`src/rtl/uft_pkg.sv`:
```
// ----------------------------------------------------------------------------
// uft_pkg
// Beat types, function codes and balance helpers for the union-find engine.
// ----------------------------------------------------------------------------
package uft_pkg;

	// function codes of an input beat
	localparam logic [1:0] FUNC_LEFT  = 2'd0;
	localparam logic [1:0] FUNC_RIGHT = 2'd1;
	localparam logic [1:0] FUNC_EDGE  = 2'd2;

	localparam logic signed [12:0] BAL_MAX = 13'sd2047;
	localparam logic signed [12:0] BAL_MIN = -13'sd2048;

	localparam logic [62:0] TOTAL_MAX = {63{1'b1}};

	typedef struct packed {
		logic [1:0]  func;
		logic [9:0]  vertex_a;
		logic [9:0]  vertex_b;
		logic [29:0] weight;
	} uft_item_t;

	typedef struct packed {
		logic [62:0] total;
		logic        joined;
		logic [10:0] pairs_matched;
	} uft_result_t;

	// merge unit control and status
	typedef struct packed {
		logic start;
	} uft_merge_ctl_t;

	typedef struct packed {
		logic busy;
	} uft_merge_stat_t;

	// store status
	typedef struct packed {
		logic clearing;
	} uft_store_stat_t;

	// clamp a widened balance back into 12 signed bits
	function automatic logic signed [11:0] sat_bal(input logic signed [12:0] x);
		logic signed [11:0] r;
		if (x > BAL_MAX) begin
			r = 12'sh7FF;
		end else if (x < BAL_MIN) begin
			r = 12'sh800;
		end else begin
			r = x[11:0];
		end
		return r;
	endfunction

endpackage

```
`src/rtl/uft_merge.sv`:
```
// ----------------------------------------------------------------------------
// uft_merge
// Pair count, weight product and saturating running total, three stages.
// ----------------------------------------------------------------------------
module uft_merge (
	input  logic                     clk,
	input  logic                     arst_n,
	input  uft_pkg::uft_merge_ctl_t  ctl,
	input  logic signed [11:0]       bal_a,
	input  logic signed [11:0]       bal_b,
	input  logic [31:0]              weight,
	output logic [62:0]              total,
	output logic [10:0]              pairs,
	output uft_pkg::uft_merge_stat_t stat
);
	import uft_pkg::*;

	logic        opposite;
	logic [11:0] mag_a;
	logic [11:0] mag_b;
	logic [11:0] min_mag;
	logic [63:0] sum;

	logic        v_s1;
	logic        v_s2;
	logic [10:0] pairs_s1;
	logic [31:0] w_s1;
	logic [42:0] prod_s2;
	logic [62:0] total_q;

	// pairs cancelled when the balances have opposite signs
	always_comb begin
		opposite = ((bal_a > 12'sd0) && (bal_b < 12'sd0)) ||
			((bal_a < 12'sd0) && (bal_b > 12'sd0));
		mag_a    = bal_a[11] ? 12'(-bal_a) : 12'(bal_a);
		mag_b    = bal_b[11] ? 12'(-bal_b) : 12'(bal_b);
		min_mag  = (mag_a < mag_b) ? mag_a : mag_b;
	end

	// stage valids
	always_ff @(posedge clk or negedge arst_n) begin
		if (!arst_n) begin
			v_s1 <= 1'b0;
			v_s2 <= 1'b0;
		end else begin
			v_s1 <= ctl.start;
			v_s2 <= v_s1;
		end
	end

	// stage 1: pair count, held for the result beat
	always_ff @(posedge clk) begin
		if (ctl.start) begin
			pairs_s1 <= opposite ? min_mag[10:0] : 11'd0;
			w_s1     <= weight;
		end
	end

	// stage 2: weight times pairs
	always_ff @(posedge clk) begin
		if (v_s1) begin
			prod_s2 <= 43'(w_s1 * pairs_s1);
		end
	end

	// stage 3: saturating accumulate
	assign sum = {1'b0, total_q} + 64'(prod_s2);

	always_ff @(posedge clk or negedge arst_n) begin
		if (!arst_n) begin
			total_q <= '0;
		end else if (v_s2) begin
			total_q <= sum[63] ? TOTAL_MAX : sum[62:0];
		end
	end

	assign total     = total_q;
	assign pairs     = pairs_s1;
	assign stat.busy = v_s1 | v_s2;

endmodule

```
`config.mk`:
```
export PLATFORM = sky130hd
export DESIGN_NAME = uft_merge
export DESIGN_NICKNAME = d
export VERILOG_FILES = /design/src/rtl/uft_pkg.sv /design/src/rtl/uft_merge.sv
export SDC_FILE = /design/constraint.sdc
export NUM_CORES = 1
export LEC_CHECK = 0
export ABC_AREA = 1
export BUFFER_PORTS_ARGS = -buffer_cell sky130_fd_sc_hd__buf_2
export CORE_ASPECT_RATIO = 0.8
export CORE_MARGIN = 2
export CORE_UTILIZATION = 45
export DETAILED_ROUTE_END_ITERATION = 7
export SLEW_MARGIN = 20
export SYNTH_ARGS = -nofsm -noshare
export SYNTH_HDL_FRONTEND = slang
export SYNTH_SLANG_ARGS = --single-unit
```
`constraint.sdc`:
```
create_clock -name clk -period 6.95 [get_ports clk]
set_input_delay 2.085 -clock clk [delete_from_list [all_inputs] [get_ports clk]]
set_output_delay 2.085 -clock clk [all_outputs]
set_load 0.05 [all_outputs]
```
# Yosys cells after proc, flatten, opt, wreduce, memory -nomap -nowiden
# Cells that the tools add are included.
[op_classes]
n_addsub = 3
multipliers = 1
order_cmp = 5
n_mux = 4
bitwise = 1
reduce_logical = 3
[op_table]
columns = ["op", "count"]
rows = [
  ["$add 63x43->64", 1],
  ["$mux 63", 1],
  ["$mul 32x11->43", 1],
  ["$gt 12x1->1 const B", 2],
  ["$lt 12x1->1 const B", 2],
  ["$mux 12", 2],
  ["$neg 12->12", 2],
  ["$lt 12x12->1", 1],
  ["$mux 11", 1],
  ["$logic_and 1x1->1", 2],
  ["$logic_or 1x1->1", 1],
  ["$or 1x1->1", 1],
]
[word_totals]
register_bits = 151
input_bits = 59
out_inout_bits = 75
word_cells = 23

# Longest topological paths before layout
# Gate-level depths: netlist (run 1).
[logic_depth]
ltp_word = 4
depth_mapped = 25
ltp_nobuf = 24

# Worst setup path before layout (run 1)
# OpenSTA, ideal clock, no wires.
[synth_path]
path_type = "reg-to-reg"
start = "reg pairs_s1[10], in the netlist pairs[10]"
end = "reg prod_s2[29] (data pin)"
setup_ps = 265
arrival_time_ps = 5111
t_required_ps = 6685
path_slack_ps = 1574
stages_incl_launch_ff = 20
path_buffers = 1
period_less_slack_ps = 5376
path_cell_list = "edfxtp_1 > clkbuf_1 > nand2_1 > fa_1 > fa_1 > inv_1 > fa_1 > fa_1 > inv_1 > fa_1 > inv_1 > ha_1 > nand2_1 > nor2_1 > nand4_1 > or2_2 > nand2_1 > nand2_1 > o211ai_1 > xor2_1"
[synth_via]
elab_chain_len = 1
[synth_lines]
columns = ["item", "line_no", "rtl"]
rows = [
  ["start: declaration", "uft_merge.sv:26", "logic [10:0] pairs_s1;"],
  ["start signal: assignment", "uft_merge.sv:54", "pairs_s1 <= opposite ? min_mag[10:0] : 11'd0;"],
  ["$mul 32x11->43", "uft_merge.sv:62", "prod_s2 <= 43'(w_s1 * pairs_s1);"],
  ["end signal: assignment", "uft_merge.sv:62", ""],
  ["end: declaration", "uft_merge.sv:28", "logic [42:0] prod_s2;"],
]
# No other way between the ends.
# A chain may end at the register's enable or synchronous reset.

# Worst setup path after layout (run 1)
[layout_path]
start = "reg pairs_s1[6], in the netlist pairs[6]"
end = "reg prod_s2[29] (data pin)"
# The elaborated chain is that of the path after synthesis.

==> results.json, run 1 <==
{
  "ctsHtreeMaxLevel": 4,
  "mostFrequentLayoutCell": "nand2_1",
  "rsz0062_at_grt": "no",
  "grt_pass1_vias": 20000,
  "yosys_warnings": 0,
  "synthFlopType": "edfxtp_1",
  "drive_above_1_share": 0.0724,
  "relSlewSlack": 0.316,
  "start_util": 0.456,
  "hold_buffers": 0,
  "fin_crit_sh": 0.934,
  "path_cells": "buf_4 > nand2_1 > fa_1 > inv_1 > fa_1 > fa_1 > fa_1 > inv_1 > fa_1 > inv_1 > ha_1 > nand2_1 > nor2_1 > nand4_1 > or2_2 > nand2_1 > nand2_1 > o211ai_1 > xor2_1",
  "synth_edf_count": 86,
  "min_path_type": "register to register",
  "synth-simple-area-share": 0.270,
  "period_minus_slack_ps": 6490,
  "syn_inst": 3092,
  "hold_violations": 0,
  "rows": 72,
  "fin_skew_ps": 14.7,
  "clkTransAtPathRegs_ps": 70,
  "final_cell_mix": "nand2_1 (957), inv_1 (719), nor2_1 (273), fa_1 (270), ha_1 (137)",
  "cp_common_cell": "fa_1",
  "worst_pin_slew_ps": 1030,
  "cap_violations": 0,
  "syn-mean-instance-area_um2": 7.14,
  "vias": 19400,
  "crit_family": "adder cells",
  "dieArea_um2": 50900,
  "ys_seq_area_frac": 0.191,
  "firstDrtPassIters": 5,
  "mappedNetlistArea_um2": 22100,
  "critPathMaxStageDelay_ps": 990,
  "gp_congestion": 0.957,
  "antenna_found_initial": 0,
  "fin_nets": 3644,
  "synthesis.nets": 3558,
  "die_w_um": 252,
  "cts_resized": 0,
  "wl_mm": 68.3,
  "gr-usage-met3": 0.0775,
  "setup_viol": 0,
  "synth_xor_area_frac": 0.0317,
  "max_freq_ghz": 0.154,
  "root_buffer": "clkbuf_16",
  "maxSlewViolCount": 0,
  "critPathRequiredTime_ps": 7190,
  "start_kind": "register",
  "wire_per_inst_um": 17.9,
  "synth_compound_area_frac": 0.0466,
  "diodes": 0,
  "clockBufferDepth": 2,
  "crit_type": "register to register",
  "async_reset_ff_frac": 0.430,
  "ant_nets": 0,
  "cts.sinks": 151,
  "synth-adder-area-share": 0.323,
  "post_cts_buffers": 0,
  "grt_overflow": 0,
  "cts_tree": "yes",
  "grt_use_total": 0.287,
  "critPathBufInv": 4,
  "globalRouteMet1Util": 0.427,
  "ys_types": 43,
  "ioPinCount": 134,
  "synthMuxAreaShare": 0,
  "viasPerCell": 5.09,
  "numCtsBuffers": 17,
  "synth_top_family_by_area": "adder cells",
  "drc": 0,
  "critical_path_arrival_ps": 6740,
  "cp-end-kind": "register",
  "slowest_stage": "edfxtp_1",
  "grt_pass1_wl_mm": 111,
  "grtUsageMet2": 0.408,
  "fp.coreArea_um2": 48400,
  "grt_max_degree": 66,
  "hpwl_mm": 56.8,
  "grt-busiest-layer": "met1",
  "numPortBuffers": 133,
  "area_growth_pct": 8.20,
  "die_h_um": 202,
  "ys_seq_elements": 151,
  "critPathMaxFanout": 23,
  "tns_ps": 0,
  "first_iter_violations": 1422,
  "clk_latency_ps": 500,
  "status": "finished, final reports clean"
}
==> worst paths after layout <==
check / slack (ps) / from / depth (start not counted) / end
worst max-delay path: 460 / pairs[6] / 19 / prod_s2[29]
worst min-delay path: 550 / total[42] / 2 / total[42]
worst max register to register: 460 / pairs[6] / 19 / prod_s2[29]
worst min register to register: 550 / total[42] / 2 / total[42]
max in group asynchronous: 4480 / arst_n / 2 / total[27]
min in group asynchronous: 1810 / arst_n / 2 / total[57]
==> worst register-to-register path, cell delays in order, from the launching register on <==
cell,delay [ps]
edfxtp_1,990
buf_4,340
nand2_1,90
fa_1,520
inv_1,50
fa_1,470
fa_1,520
fa_1,570
inv_1,60
fa_1,540
inv_1,40
ha_1,380
nand2_1,120
nor2_1,210
nand4_1,190
or2_2,310
nand2_1,130
nand2_1,80
o211ai_1,200
xor2_1,440
==> cells in the mapped netlist (49+ instances only) <==
cell / n / share of area
fa_1: 270 / 0.24
ha_1: 137 / 0.078
xor2_1: 68 / 0.027
inv_1: 719 / 0.12
clkbuf_1: 76 / 0.013
dfrtp_1: 65 / 0.074
a21oi_1: 98 / 0.022
nand3_1: 118 / 0.027
o21ai_0: 49 / 0.011
nor2_1: 273 / 0.046
nand2_1: 957 / 0.16
edfxtp_1: 86 / 0.12
==> state kept, by name, indices dropped and copies added (netlist names) <==
name	cells
pairs	11
prod_s2	43
total	63
v_s1	1
w_s1	32
v_s2	1
==> metrics by stage <==
stage	hold WS [ps]	cells	util	setup slack, ps	area, um^2
after global placement	512	3787	0.482	536	23300
final	549	3820	0.494	455	23900
after global routing	569	3820	0.494	137	23900
after floorplan	552	3092	-	1570	22100
after detailed placement	525	3787	0.482	635	23300
after CTS	542	3819	0.493	576	23900
==> layout make-up <==
type | count | area (um^2)
fill | 4915 | 24500
multi-input combinational | 2136 | 14800
sequential | 151 | 4210
inverter | 721 | 2710
timing repair buffer | 151 | 811
tap | 629 | 787
clock buffer | 18 | 429
clock inverter | 14 | 138
==> cell families after synthesis <==
kind of cell	Yosys count
xor+xnor	80
flops	151
compound gates	187
buf+inv	805
fa+ha+maj	407
simple gates	1462
==> per-layer routing <==
metal  part of all wire  up-vias  routed length (um)
li1                   -     9367                   -
met1               0.49     9382               33600
met2               0.40      598               27500
met3              0.086       86                5840
met4              0.020        0                1350
met5                  0        -                   0
Power of run 1 is left out: the tool's default activity adds up to more than one toggle a clock period on the data nets, which glitch-free logic cannot reach.
==> inputs of run 2 (changes only) <==
--- a/config.mk
+++ b/config.mk
@@ -7,10 +7,12 @@
 export LEC_CHECK = 0
 export ABC_AREA = 1
 export BUFFER_PORTS_ARGS = -buffer_cell sky130_fd_sc_hd__buf_2
+export CAP_MARGIN = 15
 export CORE_ASPECT_RATIO = 0.8
 export CORE_MARGIN = 2
 export CORE_UTILIZATION = 45
 export DETAILED_ROUTE_END_ITERATION = 7
+export RECOVER_POWER = 50
 export SLEW_MARGIN = 20
 export SYNTH_ARGS = -nofsm -noshare
 export SYNTH_HDL_FRONTEND = slang
==> results.json, run 2 (synthesis gave the netlist of run 1 again) <==
{
  "hold_violations": 0,
  "die_h_um": 202,
  "slowest_stage": "edfxtp_1",
  "drive_above_1_share": 0.0699,
  "gp_congestion": 0.957,
  "min_path_type": "register to register",
  "ioPinCount": 134,
  "max_freq_ghz": 0.154,
  "grt-busiest-layer": "met1",
  "critPathMaxStageDelay_ps": 990,
  "die_w_um": 252,
  "fin_skew_ps": 14.8,
  "clk_latency_ps": 500,
  "dieArea_um2": 50900,
  "grt_overflow": 0,
  "ctsHtreeMaxLevel": 4,
  "ant_nets": 0,
  "numCtsBuffers": 17,
  "cp_common_cell": "fa_1",
  "setup_viol": 0,
  "gr-usage-met3": 0.0775,
  "maxSlewViolCount": 156,
  "violations": "max-capacitance violations, max-slew violations",
  "grt_use_total": 0.287,
  "root_buffer": "clkbuf_16",
  "largest_register_ffs": 63,
  "viasPerCell": 5.08,
  "crit_type": "register to register",
  "firstDrtPassIters": 5,
  "period_minus_slack_ps": 6500,
  "rows": 72,
  "wire_per_inst_um": 17.9,
  "final_cell_mix": "nand2_1 (958), inv_1 (719), nor2_1 (275), fa_1 (270), ha_1 (137)",
  "diodes": 0,
  "vias": 19400,
  "grt_pass1_wl_mm": 111,
  "start_util": 0.456,
  "fp.coreArea_um2": 48400,
  "grt_max_degree": 66,
  "antenna_found_initial": 0,
  "start_kind": "register",
  "globalRouteMet1Util": 0.427,
  "drc": 0,
  "wl_mm": 68.3,
  "mostFrequentLayoutCell": "nand2_1",
  "grt_pass1_vias": 20000,
  "critPathMaxFanout": 23,
  "path_cells": "buf_4 > nand2_1 > fa_1 > inv_1 > fa_1 > fa_1 > fa_1 > inv_1 > fa_1 > inv_1 > ha_1 > nand2_1 > nor2_1 > nand4_1 > or2_2 > nand2_1 > nand2_1 > o211ai_1 > xor2_1",
  "relSlewSlack": -1.71,
  "clockBufferDepth": 2,
  "cts_tree": "yes",
  "grtUsageMet2": 0.408,
  "worst_pin_slew_ps": 4070,
  "hpwl_mm": 56.8,
  "status": "finished, violations left",
  "post_cts_buffers": 0,
  "critical_path_arrival_ps": 6740,
  "fin_nets": 3644,
  "rsz0062_at_grt": "no",
  "critPathRequiredTime_ps": 7190,
  "area_growth_pct": 8.05,
  "clkTransAtPathRegs_ps": 70,
  "fin_crit_sh": 0.935,
  "cts_resized": 0,
  "first_iter_violations": 1393,
  "tns_ps": 0,
  "cts.sinks": 151,
  "numPortBuffers": 133,
  "cap_violations": 3,
  "hold_buffers": 0,
  "cp-end-kind": "register"
}
run 2: area by class of cell:
cell class                      count  area [um^2]
Clock buffer                       18          429
Multi-Input combinational cell   2136        14800
Fill cell                        4923        24500
Sequential cell                   151         4210
Tap cell                          629          787
Clock inverter                     14          138
Timing Repair Buffer              151          796
Inverter                          721         2710
run 2: worst max-delay path, delay by kind of cell, from the launching register on:
family,cells,cell delay [ps]
fa+ha+maj,6,3000
simple gates,7,1130
flops,1,990
buf+inv,4,480
xor+xnor,1,440
compound gates,1,200
run 2: path summary, 6_finish.rpt:
kind / start / endpoint / slack, ps / cells past startpoint
setup / recovery: pairs[6] / prod_s2[29] / 450 / 19
hold / removal: total[42] / total[42] / 550 / 2
setup reg to reg: pairs[6] / prod_s2[29] / 450 / 19
hold reg to reg: total[42] / total[42] / 550 / 2
max in group asynchronous: arst_n / v_s2 / 1290 / 2
min in group asynchronous: arst_n / total[57] / 3110 / 2
run 2: per-stage QoR:
stage                     setup slack, ps  hold slack (ps)  std cells  instance area, um^2   util
after floorplan                      1570              552       3092                22100      -
after global placement                536              512       3787                23300  0.482
after detailed placement              635              525       3787                23300  0.482
after CTS                             576              542       3819                23900  0.493
after global routing                  137              569       3820                23900  0.493
final                                 453              549       3820                23900  0.493
run 2: metal layers:
layer  vias to the layer above  routed length [um]
li1                       9369                   -
met1                      9367               33900
met2                       598               27500
met3                        87                5600
met4                         0                1350
met5                         -                   0
Power of run 2 is left out for the same reason.
